[src/wccm_pkg.sv]
`timescale 1ns / 1ps
`default_nettype none
// ----------------------------------------------------------------------------
// wccm_pkg
// Types, constants and palette functions shared by the waterfall column
// colormap unit.
// ----------------------------------------------------------------------------
package wccm_pkg;

   localparam int MAG_BITS_DEFAULT  = 16;
   localparam int LEVEL_MAX_DEFAULT = 764;

   localparam int GAIN_BITS   = 24;
   localparam int GAIN_FRAC   = 16;
   localparam int LEVEL_BITS  = 10;
   localparam int COLOR_BITS  = 8;
   localparam int COLOR_MAX   = 255;
   localparam int RAMP_TWO    = 510;

   localparam int GAIN_RESET  = 65536;

   localparam int QUEUE_DEPTH    = 4;
   localparam int QUEUE_PTR_BITS = 2;
   localparam int QUEUE_CNT_BITS = QUEUE_PTR_BITS + 1;

   localparam int CSR_ADDR_BITS  = 4;
   localparam int CSR_DATA_BITS  = 32;

   localparam logic [1:0] REG_GAIN      = 2'd0;
   localparam logic [1:0] REG_SUM_MODE  = 2'd1;
   localparam logic [1:0] REG_CHAN_A_ON = 2'd2;
   localparam logic [1:0] REG_CHAN_B_ON = 2'd3;

   typedef logic [LEVEL_BITS-1:0] level_type;
   typedef logic [COLOR_BITS-1:0] color_type;

   typedef struct packed {
      logic [GAIN_BITS-1:0] gain;
      logic                 sum_mode;
      logic                 chan_a_on;
      logic                 chan_b_on;
   } cfg_type;

   // One word of the queue between the front and back parts.
   typedef struct packed {
      level_type level_a;
      level_type level_b;
      logic      column_end;
   } queue_word_type;

   typedef struct packed {
      logic                      full;
      logic                      empty;
      logic [QUEUE_CNT_BITS-1:0] count;
   } queue_status_type;

   typedef struct packed {
      color_type red;
      color_type green;
      color_type blue;
   } rgb_type;

   function automatic rgb_type first_colour(input level_type v);
      rgb_type c;
      c = '0;
      if (v <= LEVEL_BITS'(COLOR_MAX)) begin
         c.red = v[COLOR_BITS-1:0];
      end else if (v <= LEVEL_BITS'(RAMP_TWO)) begin
         c.red   = COLOR_BITS'(COLOR_MAX);
         c.green = COLOR_BITS'(v - LEVEL_BITS'(COLOR_MAX));
      end else begin
         c.red   = COLOR_BITS'(COLOR_MAX);
         c.green = COLOR_BITS'(COLOR_MAX);
         c.blue  = COLOR_BITS'(v - LEVEL_BITS'(RAMP_TWO));
      end
      return c;
   endfunction

   function automatic rgb_type second_colour(input level_type v);
      rgb_type c;
      c = '0;
      if (v <= LEVEL_BITS'(COLOR_MAX)) begin
         c.green = v[COLOR_BITS-1:0];
      end else if (v <= LEVEL_BITS'(RAMP_TWO)) begin
         c.green = COLOR_BITS'(LEVEL_BITS'(RAMP_TWO) - v);
         c.blue  = COLOR_BITS'(v - LEVEL_BITS'(COLOR_MAX));
      end else begin
         c.red   = COLOR_BITS'(v - LEVEL_BITS'(RAMP_TWO));
         c.green = COLOR_BITS'(v - LEVEL_BITS'(RAMP_TWO));
         c.blue  = COLOR_BITS'(COLOR_MAX);
      end
      return c;
   endfunction

   function automatic color_type sat_add(input color_type a, input color_type b);
      logic [COLOR_BITS:0] s;
      s = {1'b0, a} + {1'b0, b};
      return s[COLOR_BITS] ? COLOR_BITS'(COLOR_MAX) : s[COLOR_BITS-1:0];
   endfunction

endpackage
`default_nettype wire

[src/wccm_front.sv]
`timescale 1ns / 1ps
`default_nettype none
// ----------------------------------------------------------------------------
// wccm_front
// Accepts bin words, scales both magnitudes by the gain in a registered
// multiply stage, saturates the levels and pushes them into the queue.
// ----------------------------------------------------------------------------
module wccm_front
   import wccm_pkg::*;
#(
   parameter int MAG_BITS  = MAG_BITS_DEFAULT,
   parameter int LEVEL_MAX = LEVEL_MAX_DEFAULT
) (
   input  wire logic                clock,
   input  wire logic                reset,
   input  wire cfg_type             cfg,
   input  wire logic                req_valid,
   output logic                     req_stall,
   input  wire logic [MAG_BITS-1:0] req_mag_a,
   input  wire logic [MAG_BITS-1:0] req_mag_b,
   input  wire logic                req_column_end,
   input  wire queue_status_type    q_status,
   output logic                     q_push,
   output queue_word_type           q_push_word
);

   localparam int PROD_BITS = MAG_BITS + GAIN_BITS;
   localparam int RAW_BITS  = PROD_BITS - GAIN_FRAC;

   logic [PROD_BITS-1:0] prod_a;
   logic [PROD_BITS-1:0] prod_b;
   logic                 advance;

   logic                s1_valid_ff, s1_valid_in;
   logic [RAW_BITS-1:0] raw_a_ff, raw_a_in;
   logic [RAW_BITS-1:0] raw_b_ff, raw_b_in;
   logic                col_end_ff, col_end_in;

   function automatic level_type saturate(input logic [RAW_BITS-1:0] raw);
      return (raw > RAW_BITS'(LEVEL_MAX)) ? LEVEL_BITS'(LEVEL_MAX) : raw[LEVEL_BITS-1:0];
   endfunction

   assign prod_a = PROD_BITS'(req_mag_a) * PROD_BITS'(cfg.gain);
   assign prod_b = PROD_BITS'(req_mag_b) * PROD_BITS'(cfg.gain);

   // The stage moves on whenever it is empty or its word can enter the queue.
   assign advance   = !s1_valid_ff || !q_status.full;
   assign req_stall = s1_valid_ff && q_status.full;

   always_comb begin
      s1_valid_in = s1_valid_ff;
      raw_a_in    = raw_a_ff;
      raw_b_in    = raw_b_ff;
      col_end_in  = col_end_ff;
      if (advance) begin
         s1_valid_in = req_valid;
         raw_a_in    = prod_a[PROD_BITS-1:GAIN_FRAC];
         raw_b_in    = prod_b[PROD_BITS-1:GAIN_FRAC];
         col_end_in  = req_column_end;
      end
   end

   always_ff @(posedge clock) begin
      if (reset) begin
         s1_valid_ff <= 1'b0;
      end else begin
         s1_valid_ff <= s1_valid_in;
      end
      raw_a_ff   <= raw_a_in;
      raw_b_ff   <= raw_b_in;
      col_end_ff <= col_end_in;
   end

   assign q_push                 = s1_valid_ff && !q_status.full;
   assign q_push_word.level_a    = saturate(raw_a_ff);
   assign q_push_word.level_b    = saturate(raw_b_ff);
   assign q_push_word.column_end = col_end_ff;

endmodule
`default_nettype wire

[src/wccm_queue.sv]
`timescale 1ns / 1ps
`default_nettype none
// ----------------------------------------------------------------------------
// wccm_queue
// Short first-in first-out queue of level words between front and back.
// ----------------------------------------------------------------------------
module wccm_queue
   import wccm_pkg::*;
(
   input  wire logic           clock,
   input  wire logic           reset,
   input  wire logic           push,
   input  wire queue_word_type push_word,
   input  wire logic           pop,
   output queue_word_type      pop_word,
   output queue_status_type    status
);

   queue_word_type store_ff [QUEUE_DEPTH];

   logic [QUEUE_PTR_BITS-1:0] wr_ptr_ff, wr_ptr_in;
   logic [QUEUE_PTR_BITS-1:0] rd_ptr_ff, rd_ptr_in;
   logic [QUEUE_CNT_BITS-1:0] count_ff, count_in;

   always_comb begin
      wr_ptr_in = push ? wr_ptr_ff + 1'b1 : wr_ptr_ff;
      rd_ptr_in = pop ? rd_ptr_ff + 1'b1 : rd_ptr_ff;
      count_in  = count_ff;
      if (push && !pop) begin
         count_in = count_ff + 1'b1;
      end else if (pop && !push) begin
         count_in = count_ff - 1'b1;
      end
   end

   always_ff @(posedge clock) begin
      if (reset) begin
         wr_ptr_ff <= '0;
         rd_ptr_ff <= '0;
         count_ff  <= '0;
      end else begin
         wr_ptr_ff <= wr_ptr_in;
         rd_ptr_ff <= rd_ptr_in;
         count_ff  <= count_in;
      end
   end

   always_ff @(posedge clock) begin
      if (push) begin
         store_ff[wr_ptr_ff] <= push_word;
      end
   end

   assign pop_word     = store_ff[rd_ptr_ff];
   assign status.full  = (count_ff == QUEUE_CNT_BITS'(QUEUE_DEPTH));
   assign status.empty = (count_ff == '0);
   assign status.count = count_ff;

endmodule
`default_nettype wire

[src/wccm_back.sv]
`timescale 1ns / 1ps
`default_nettype none
// ----------------------------------------------------------------------------
// wccm_back
// Keeps the per-channel peaks and, at a column end, colors the pixel into
// the output register.
// ----------------------------------------------------------------------------
module wccm_back
   import wccm_pkg::*;
(
   input  wire logic             clock,
   input  wire logic             reset,
   input  wire cfg_type          cfg,
   input  wire queue_status_type q_status,
   input  wire queue_word_type   q_pop_word,
   output logic                  q_pop,
   output logic                  rsp_valid,
   input  wire logic             rsp_stall,
   output logic [COLOR_BITS-1:0] rsp_red,
   output logic [COLOR_BITS-1:0] rsp_green,
   output logic [COLOR_BITS-1:0] rsp_blue
);

   level_type peak_a_ff, peak_a_in;
   level_type peak_b_ff, peak_b_in;
   logic      valid_ff, valid_in;
   rgb_type   pixel_ff, pixel_in;

   level_type peak_a_next;
   level_type peak_b_next;
   level_type sum_level;
   rgb_type   col_a;
   rgb_type   col_b;
   rgb_type   pixel_calc;
   logic      out_free;

   assign out_free = !valid_ff || !rsp_stall;

   // Words that only update the peaks never wait for the output register.
   assign q_pop = !q_status.empty && (!q_pop_word.column_end || out_free);

   always_comb begin
      peak_a_next = (q_pop_word.level_a > peak_a_ff) ? q_pop_word.level_a : peak_a_ff;
      peak_b_next = peak_b_ff;
      if (!cfg.sum_mode && (q_pop_word.level_b > peak_b_ff)) begin
         peak_b_next = q_pop_word.level_b;
      end
      sum_level = (cfg.chan_a_on && cfg.chan_b_on) ? peak_a_next : '0;
      col_a     = first_colour(cfg.sum_mode ? sum_level : peak_a_next);
      col_b     = second_colour(peak_b_next);
      if (cfg.sum_mode) begin
         pixel_calc = col_a;
      end else begin
         pixel_calc.red   = sat_add(col_a.red, col_b.red);
         pixel_calc.green = sat_add(col_a.green, col_b.green);
         pixel_calc.blue  = sat_add(col_a.blue, col_b.blue);
      end
   end

   always_comb begin
      peak_a_in = peak_a_ff;
      peak_b_in = peak_b_ff;
      pixel_in  = pixel_ff;
      valid_in  = valid_ff && rsp_stall;
      if (q_pop) begin
         if (q_pop_word.column_end) begin
            peak_a_in = '0;
            peak_b_in = '0;
            pixel_in  = pixel_calc;
            valid_in  = 1'b1;
         end else begin
            peak_a_in = peak_a_next;
            peak_b_in = peak_b_next;
         end
      end
   end

   always_ff @(posedge clock) begin
      if (reset) begin
         peak_a_ff <= '0;
         peak_b_ff <= '0;
         valid_ff  <= 1'b0;
      end else begin
         peak_a_ff <= peak_a_in;
         peak_b_ff <= peak_b_in;
         valid_ff  <= valid_in;
      end
      pixel_ff <= pixel_in;
   end

   assign rsp_valid = valid_ff;
   assign rsp_red   = pixel_ff.red;
   assign rsp_green = pixel_ff.green;
   assign rsp_blue  = pixel_ff.blue;

endmodule
`default_nettype wire

[src/waterfall_column_colormap_unit.sv]
`timescale 1ns / 1ps
`default_nettype none
// ----------------------------------------------------------------------------
// waterfall_column_colormap_unit
// Colors one waterfall pixel per column of two-channel spectrum bins.
// ----------------------------------------------------------------------------
// The unit takes one bin word per clock, every clock, as long as the result
// side keeps up. A word passes a registered gain multiply stage, a four-word
// queue and the peak and palette stage; the last bin of a column passes the
// stage register and the queue before its pixel enters the output register.
// Bins that do not end a column keep flowing while a finished pixel waits to
// be taken; the input stalls only once the queue is full. The user must
// write configuration through the APB-style csr port only while no column
// is in flight; the block does not enforce this. Registers sit at byte
// addresses 0 (gain), 4 (sum mode), 8 (chan a enable), 12 (chan b enable).
module waterfall_column_colormap_unit
   import wccm_pkg::*;
#(
   parameter int MAG_BITS  = MAG_BITS_DEFAULT,
   parameter int LEVEL_MAX = LEVEL_MAX_DEFAULT
) (
   input  wire logic                     clock,
   input  wire logic                     reset,
   input  wire logic                     req_valid,
   output logic                          req_stall,
   input  wire logic [MAG_BITS-1:0]      req_mag_a,
   input  wire logic [MAG_BITS-1:0]      req_mag_b,
   input  wire logic                     req_column_end,
   output logic                          rsp_valid,
   input  wire logic                     rsp_stall,
   output logic [COLOR_BITS-1:0]         rsp_red,
   output logic [COLOR_BITS-1:0]         rsp_green,
   output logic [COLOR_BITS-1:0]         rsp_blue,
   input  wire logic                     csr_psel,
   input  wire logic                     csr_penable,
   input  wire logic                     csr_pwrite,
   input  wire logic [CSR_ADDR_BITS-1:0] csr_paddr,
   input  wire logic [CSR_DATA_BITS-1:0] csr_pwdata,
   output logic [CSR_DATA_BITS-1:0]      csr_prdata,
   output logic                          csr_pready
);

   cfg_type          cfg_ff, cfg_in;
   logic             csr_write;
   logic [1:0]       csr_index;
   queue_status_type q_status;
   queue_word_type   q_push_word;
   queue_word_type   q_pop_word;
   logic             q_push;
   logic             q_pop;

   assign csr_pready = 1'b1;
   assign csr_index  = csr_paddr[CSR_ADDR_BITS-1:2];
   assign csr_write  = csr_psel && csr_penable && csr_pwrite && csr_pready;

   always_comb begin
      cfg_in = cfg_ff;
      if (csr_write) begin
         case (csr_index)
            REG_GAIN:      cfg_in.gain      = csr_pwdata[GAIN_BITS-1:0];
            REG_SUM_MODE:  cfg_in.sum_mode  = csr_pwdata[0];
            REG_CHAN_A_ON: cfg_in.chan_a_on = csr_pwdata[0];
            REG_CHAN_B_ON: cfg_in.chan_b_on = csr_pwdata[0];
            default: cfg_in = cfg_ff;
         endcase
      end
   end

   always_ff @(posedge clock) begin
      if (reset) begin
         cfg_ff.gain      <= GAIN_BITS'(GAIN_RESET);
         cfg_ff.sum_mode  <= 1'b0;
         cfg_ff.chan_a_on <= 1'b1;
         cfg_ff.chan_b_on <= 1'b1;
      end else begin
         cfg_ff <= cfg_in;
      end
   end

   always_comb begin
      case (csr_index)
         REG_GAIN:      csr_prdata = CSR_DATA_BITS'(cfg_ff.gain);
         REG_SUM_MODE:  csr_prdata = CSR_DATA_BITS'(cfg_ff.sum_mode);
         REG_CHAN_A_ON: csr_prdata = CSR_DATA_BITS'(cfg_ff.chan_a_on);
         REG_CHAN_B_ON: csr_prdata = CSR_DATA_BITS'(cfg_ff.chan_b_on);
         default:       csr_prdata = '0;
      endcase
   end

   wccm_front #(
      .MAG_BITS  (MAG_BITS),
      .LEVEL_MAX (LEVEL_MAX)
   ) u_front (
      .clock          (clock),
      .reset          (reset),
      .cfg            (cfg_ff),
      .req_valid      (req_valid),
      .req_stall      (req_stall),
      .req_mag_a      (req_mag_a),
      .req_mag_b      (req_mag_b),
      .req_column_end (req_column_end),
      .q_status       (q_status),
      .q_push         (q_push),
      .q_push_word    (q_push_word)
   );

   wccm_queue u_queue (
      .clock     (clock),
      .reset     (reset),
      .push      (q_push),
      .push_word (q_push_word),
      .pop       (q_pop),
      .pop_word  (q_pop_word),
      .status    (q_status)
   );

   wccm_back u_back (
      .clock      (clock),
      .reset      (reset),
      .cfg        (cfg_ff),
      .q_status   (q_status),
      .q_pop_word (q_pop_word),
      .q_pop      (q_pop),
      .rsp_valid  (rsp_valid),
      .rsp_stall  (rsp_stall),
      .rsp_red    (rsp_red),
      .rsp_green  (rsp_green),
      .rsp_blue   (rsp_blue)
   );

`ifndef SYNTHESIS
   a_no_push_when_full: assert property (@(posedge clock) disable iff (reset)
      !(q_push && q_status.full))
      else $error("queue pushed while full");

   a_count_in_range: assert property (@(posedge clock) disable iff (reset)
      q_status.count <= QUEUE_CNT_BITS'(QUEUE_DEPTH))
      else $error("queue count beyond depth");

   a_pixel_from_column_end: assert property (@(posedge clock) disable iff (reset)
      $rose(rsp_valid) |-> $past(q_pop && q_pop_word.column_end))
      else $error("pixel produced without a column end word");

   a_stall_needs_full_queue: assert property (@(posedge clock) disable iff (reset)
      req_stall |-> q_status.full)
      else $error("input stalled while the queue has room");
`endif

endmodule
`default_nettype wire

[config.mk]
export PLATFORM = sky130hd
export DESIGN_NAME = waterfall_column_colormap_unit
export DESIGN_NICKNAME = d
export VERILOG_FILES = /design/src/wccm_pkg.sv /design/src/wccm_front.sv /design/src/wccm_queue.sv /design/src/wccm_back.sv /design/src/waterfall_column_colormap_unit.sv
export SDC_FILE = /design/constraint.sdc
export NUM_CORES = 2
export LEC_CHECK = 0
export ABC_AREA = 1
export ABC_CLOCK_PERIOD_IN_PS = 8350
export BUFFER_PORTS_ARGS = -buffer_cell sky130_fd_sc_hd__buf_2
export CAP_MARGIN = 40
export CORE_ASPECT_RATIO = 0.8
export CORE_MARGIN = 3
export CORE_UTILIZATION = 40
export DETAILED_ROUTE_END_ITERATION = 8
export MAX_ROUTING_LAYER = met4
export PLACE_DENSITY = 0.63
export SYNTH_ARGS = -nofsm -noshare
export SYNTH_HDL_FRONTEND = slang
export SYNTH_SLANG_ARGS = --single-unit
[constraint.sdc]
create_clock -name clock -period 8.35 [get_ports clock]
set_clock_uncertainty 0.05 [all_clocks]
set_input_delay 1.2525 -clock clock [delete_from_list [all_inputs] [get_ports clock]]
set_output_delay 1.2525 -clock clock [all_outputs]
set_load 0.02 [all_outputs]
* Word-level counts from Yosys, hierarchy flattened
Memory sizes are Yosys's and may differ from the RTL's. A register that Yosys moved wholly into a read port is not among the register bits.
Cells that the tools add are included.
** Operators by class
- Add/sub/neg operators :: 12
- Multiply operators :: 2
- Order comparisons :: 8
- Eq/ne operators :: 4
- Multiplexer cells :: 30
- Reductions and logical operators :: 30
** Operator list (number)
- case mux 32 bit (4 select lines) :: 1
- multiplier 16 x 24 -> 40 bit :: 2
- two-way mux 10 bit :: 8
- two-way mux 8 bit :: 10
- greater-than comparator 24 x 10 -> 1 bit, second input constant :: 2
- two-way mux 16 bit :: 2
- subtractor 8 bit, second input constant :: 4
- adder 8 x 8 -> 9 bit :: 3
- two-way mux 24 bit :: 1
- greater-than comparator 10 bit :: 2
- less-or-equal comparator 10 x 8 -> 1 bit, second input constant :: 2
- less-or-equal comparator 10 x 9 -> 1 bit, second input constant :: 2
- logical AND 1 bit :: 10
- AND reduction 2 bit :: 5
- zero test 1 bit :: 9
- subtractor 8 bit, first input constant :: 1
- two-way mux 3 bit :: 2
- adder 2 x 1 -> 2 bit, second input constant :: 2
- == test 2 bit, second input constant :: 2
- two-way mux 1 bit :: 4
- two-way mux 2 bit :: 2
- adder 3 x 1 -> 3 bit, second input constant :: 1
- == test 3 bit, second input constant :: 1
- zero test 3 bit :: 1
- 5 further kinds :: 7
** Storage, ports and cells
- Register bits :: 129
- Bits in writable memories :: 84
- Input bits :: 76
- Output and inout port bits :: 59
- Word-level logic and storage cells :: 104
- Memories :: 1
** Memories
- u_queue.store_ff :: depth 4, bits a word 21, read ports 1, clocked after memory_dff 1, wr ports 1, line wccm_queue.sv:19 : queue_word_type store_ff [QUEUE_DEPTH];

* Logic depth before layout (Yosys ltp)
- Word-level depth :: 10
- Gate-level depth with buffers :: 41
- Mapped depth without buffers :: 38

* By module
Synthesis repeated with hierarchy kept, for this count alone.
** Second synthesis, totals
- Cell total of the unflattened synthesis :: 4803
- Area, all modules :: 37208.2 sq um
** Modules (own cells, without submodules)
- wccm_front :: times used 1, cells each 3592, area an instance 27231.1 sq um, seq. area each 1491.4 sq um
- wccm_back :: times used 1, cells each 707, area an instance 4885.9 sq um, seq. area each 1141.1 sq um
- wccm_queue :: times used 1, cells each 262, area an instance 3621.0 sq um, seq. area each 2702.6 sq um
- waterfall_column_colormap_unit :: times used 1, cells each 242, area an instance 1470.2 sq um, seq. area each 540.5 sq um

* Worst setup path before layout
OpenSTA, ideal clock, no wires.
- Path kind :: input-to-reg
- Start :: input port req_mag_b[1]
- End :: register u_front.raw_b_ff[23] (data pin)
- Setup time :: 265 ps
- Arrival time :: 6147 ps
- Data required time :: 8035 ps
- Slack :: 1888 ps
- Stages :: 20
- Buffers on the path :: 1
- Cells stage by stage :: clkbuf_1 -> nand2_1 -> fa_1 -> inv_1 -> fa_1 -> inv_1 -> fa_1 -> inv_1 -> fa_1 -> fa_1 -> inv_1 -> fa_1 -> inv_1 -> ha_1 -> a21oi_1 -> o21a_1 -> o21ai_0 -> a211oi_1 -> o21ai_0 -> xor2_1
** Between the ends
- Cells in the longest elaborated chain, start to end :: 1
** RTL lines
- start, declared :: line waterfall_column_colormap_unit.sv:27 : input wire logic [MAG_BITS-1:0] req_mag_b,
- multiplier 16 x 24 -> 40 bit :: line wccm_front.sv:44 : assign prod_b = PROD_BITS'(req_mag_b) * PROD_BITS'(cfg.gain);
- via u_front.prod_b[39] :: line wccm_front.sv:31 : logic [PROD_BITS-1:0] prod_b;
- end signal, assigned :: line wccm_front.sv:70 : raw_b_ff <= raw_b_in;
- end, declared :: line wccm_front.sv:36 : logic [RAW_BITS-1:0] raw_b_ff, raw_b_in;
The timed path passes the listed nets, and every way through them passes these cells.
A chain may end at the register's enable or synchronous reset.

* Worst setup path after layout
- Start :: register cfg_ff[17] in the netlist's numbering
- End :: register u_front.raw_b_ff[12] (data pin)
** Between the ends
- Cells in the longest elaborated chain, start to end :: 1
** RTL lines
- start, declared :: line waterfall_column_colormap_unit.sv:43 : cfg_type cfg_ff, cfg_in;
- start signal, assigned :: line waterfall_column_colormap_unit.sv:76 : cfg_ff <= cfg_in;
- multiplier 16 x 24 -> 40 bit :: line wccm_front.sv:44
- via u_front.prod_b[28] :: line wccm_front.sv:31
The timed path passes the listed nets, and every way through them passes these cells.

==> impl_metrics.ini <==
[run_status]
status = finished, final reports clean

[logic_synthesis]
synth_ff_type = edfxtp_1
syn_avg_cell_area_um2 = 7.89
synth_area_leaders = fa_1 34%, edfxtp_1 13%, inv_1 13%
synth-seq-cells = 215
async_flop_share = 0
synthTopCellsByCount = 1250 x inv_1, 1183 x nand2_1, 614 x fa_1
synth_most_common_cell = inv_1
synth_top_area_frac = 0.336
syn_inst = 4640
yosysSeqAreaShare = 0.161
yosysWarnings = 0
synth_edf_count = 157
syn-cell-area_um2 = 36600
ys_types = 58
synth_area_leader_cell = fa_1

[pwr]
p_leak_uw = 0.0214
max-vdd-ir-drop_v = 0.000423
power.total_uw = 10400
powerDensity_nw_per_um2 = 265

[clock_network]
numClockSinks = 215
cts.path.max_buffers = 3
numCtsBuffers = 26
cts_root_buf = clkbuf_16
clock_latency_ps = 580
cts_hold_buffers = 0
cts_tree = built
cts_setup_buffers = 0
htree_levels = 1
cts_resized = 0
path_clk_slew_ps = 60

[global_routing]
grt_pass1_wl_um = 160000
antenna_found_initial = 6
met3_usage = 0.0383
grt_use_met1 = 0.321
globalRoute.busiestLayer = met1
grt_overflow = 0
grt_use_total = 0.216
met2_usage = 0.308
grt_max_degree = 50
grt_pass1_vias = 29700

[drt]
wirelength_um = 96300
ant_nets = 0
wl_per_cell_um = 16.4
num_vias = 28800
drc = 0
first_iter_violations = 2281
vias_per_cell = 4.91
drt_first_pass_iters = 6

[job]
maxCapViolations = 0

[worst_setup_path]
timing.rr.end = u_front.raw_b_ff[12]$_DFFE_PN_
crit_path_end_kind = register
path_max_fanout = 22
critical_path.startpoint_type = register
crit_top_cell = fa_1
arrival_ps = 7210
worstSetupPathType = register to register
slowest_delay_ps = 870
r2r-start = cfg_ff[17]$_SDFFE_PP0P_
reg2reg_depth = 18
crit_chain = buf_4, nand2_1, fa_1, fa_1, fa_1, inv_1, fa_1, fa_1, inv_1, fa_1, inv_1, ha_1, nand2_1, nor2_1, nand2_1, o21ai_0, a31oi_1, xnor2_1
slowest_stage = dfxtp_1
required_ps = 8600
r2r_slack_ps = 1390

[sta]
period_minus_slack_ps = 6960
max_clock_freq_mhz = 144
slew_headroom = 0.393
hold_viol = 0
post-route-period-util = 0.833
grt_setup_unrepaired = no
setup_viol = 0
final_max_slew_viol_count = 0
setup_tns_ps = 0
hold-worst-slack_ps = 418
worst_pin_slew_ps = 903

[placed_design]
numPortBuffers = 115
dp_hpwl_um = 77000
dp_cells = 5818
routabilityCongestion = 0.937

[floorplanning]
die_area_um2 = 95200
rows = 98
fp.dieW_um = 344
num_io_pins = 135
core_um2 = 90000
die_y_um = 277
start_util = 0.407

[final_layout]
area_growth_syn_to_layout_pct = 7.33
drive_gt1_frac = 0.0641
nets = 5610
fillers = 9085
final_cell_count_no_fill = 5873

[min_path]
min_from = u_back.peak_a_ff[6]$_SDFFE_PP0P_
min_path_type = register to register
holdPathStages = 2
worstHoldEndpoint = u_back.peak_a_ff[6]$_SDFFE_PP0P_
==> metrics by stage <==
| stage | worst slack (ps) | instance area [um2] | util |
|---|---|---|---|
| after floorplan | 1890 | 36600 | - |
| after global placement | 1030 | 38200 | 0.425 |
| after detailed placement | 1020 | 38400 | 0.426 |
| after CTS | 1550 | 39300 | 0.436 |
| after global routing | 1160 | 39300 | 0.436 |
| final | 1390 | 39300 | 0.437 |
==> placed cells by master (no fill, tap or decap), types with 4 or more instances in the layout <==
| master | count |
|---|---|
| or2_2 | 6 |
| o21ai_1 | 7 |
| inv_8 | 4 |
| nand4_1 | 21 |
| xnor2_1 | 19 |
| a211oi_1 | 6 |
| nor2_2 | 12 |
| nor3_1 | 17 |
| o21ai_0 | 132 |
| o21a_1 | 12 |
| conb_1 | 9 |
| a21oi_1 | 172 |
| nand2_4 | 6 |
| o21bai_1 | 8 |
| a31oi_1 | 16 |
| buf_4 | 55 |
| a21o_1 | 14 |
| fa_1 | 614 |
| buf_2 | 115 |
| dfxtp_1 | 58 |
| inv_1 | 1250 |
| clkbuf_1 | 4 |
| xor2_1 | 52 |
| buf_8 | 4 |
| o21ai_2 | 6 |
| nand3_1 | 105 |
| o22ai_1 | 9 |
| clkbuf_16 | 26 |
| nand3_2 | 8 |
| diode_2 | 7 |
| ha_1 | 274 |
| nand2_2 | 22 |
| nor2_1 | 195 |
| nand2_1 | 1183 |
| edfxtp_1 | 157 |
| nor2_4 | 10 |
==> sequential cells by signal, summed over array words and instances (netlist names), 8 cells and up, named ones only <==
| name | count |
|---|---|
| u_queue.store_ff | 84 |
| cfg_ff | 27 |
| u_front.raw_a_ff | 24 |
| u_front.raw_b_ff | 24 |
| u_back.peak_a_ff | 10 |
| u_back.peak_b_ff | 10 |
| u_back.rsp_blue | 8 |
| u_back.rsp_green | 8 |
| u_back.rsp_red | 8 |
==> per-layer routing <==
metal | wire, um | part of all wire
met5 | 0 | 0
met4 | 2040 | 0.021
met3 | 7950 | 0.083
met2 | 39900 | 0.41
met1 | 46400 | 0.48
==> critical path: cells and delay by family, from the launching register on <==
kind                     cells  cell delay, ps
AND/OR/NAND/NOR              4             740
buffers and inverters        4             620
XOR/XNOR                     1             170
flip-flops                   1             870
adder cells (fa/ha/maj)      7            3380
AO/OA/AOI/OAI                2             820
==> logic make-up (layout without fill, tap and decap cells) <==
family | Yosys count | count (layout) | share of synthesized area
adders and majority gates | 888 | 888 | 0.429
DFF | 215 | 215 | 0.161
AOI/OAI and AO/OA | 404 | 404 | 0.0614
other | 2 | 16 | 0.000205
xor gates and xnor gates | 71 | 71 | 0.0170
buffers and inverters | 1464 | 1483 | 0.154
and+or+nand+nor | 1596 | 1596 | 0.177
==> worst max path at each step <==
stage	startpoint	endpoint	slack (ps)
floorplan	req_mag_b[1]	u_front.raw_b_ff[23]$_DFFE_PN_	1890
global placement	req_mag_b[1]	u_front.raw_b_ff[23]$_DFFE_PN_	1030
detailed placement	req_mag_b[1]	u_front.raw_b_ff[23]$_DFFE_PN_	1020
CTS	cfg_ff[17]$_SDFFE_PP0P_	u_front.raw_b_ff[4]$_DFFE_PN_	1550
global route	cfg_ff[17]$_SDFFE_PP0P_	u_front.raw_b_ff[12]$_DFFE_PN_	1160
finish	cfg_ff[17]$_SDFFE_PP0P_	u_front.raw_b_ff[12]$_DFFE_PN_	1390
==> where the power goes <==
| group | internal [uW] | total (uW) | switching, uW |
|---|---|---|---|
| sequential | 1680 | 1780 | 108 |
| combinational | 2600 | 7420 | 4810 |
| clock | 707 | 1210 | 501 |
| total | 4990 | 10400 | 5420 |
==> final cells by class <==
type,count,area (um2),area share
antenna,7,17.5,0.000446
clock buffer,33,707,0.0180
clock inverter,15,204,0.00519
inverter,1258,4730,0.120
multi-input combinational,2968,25100,0.639
sequential,215,5880,0.150
tap,1200,1500,0.0382
timing repair buffer,177,1130,0.0288
Power figures use the tool's default switching activity.
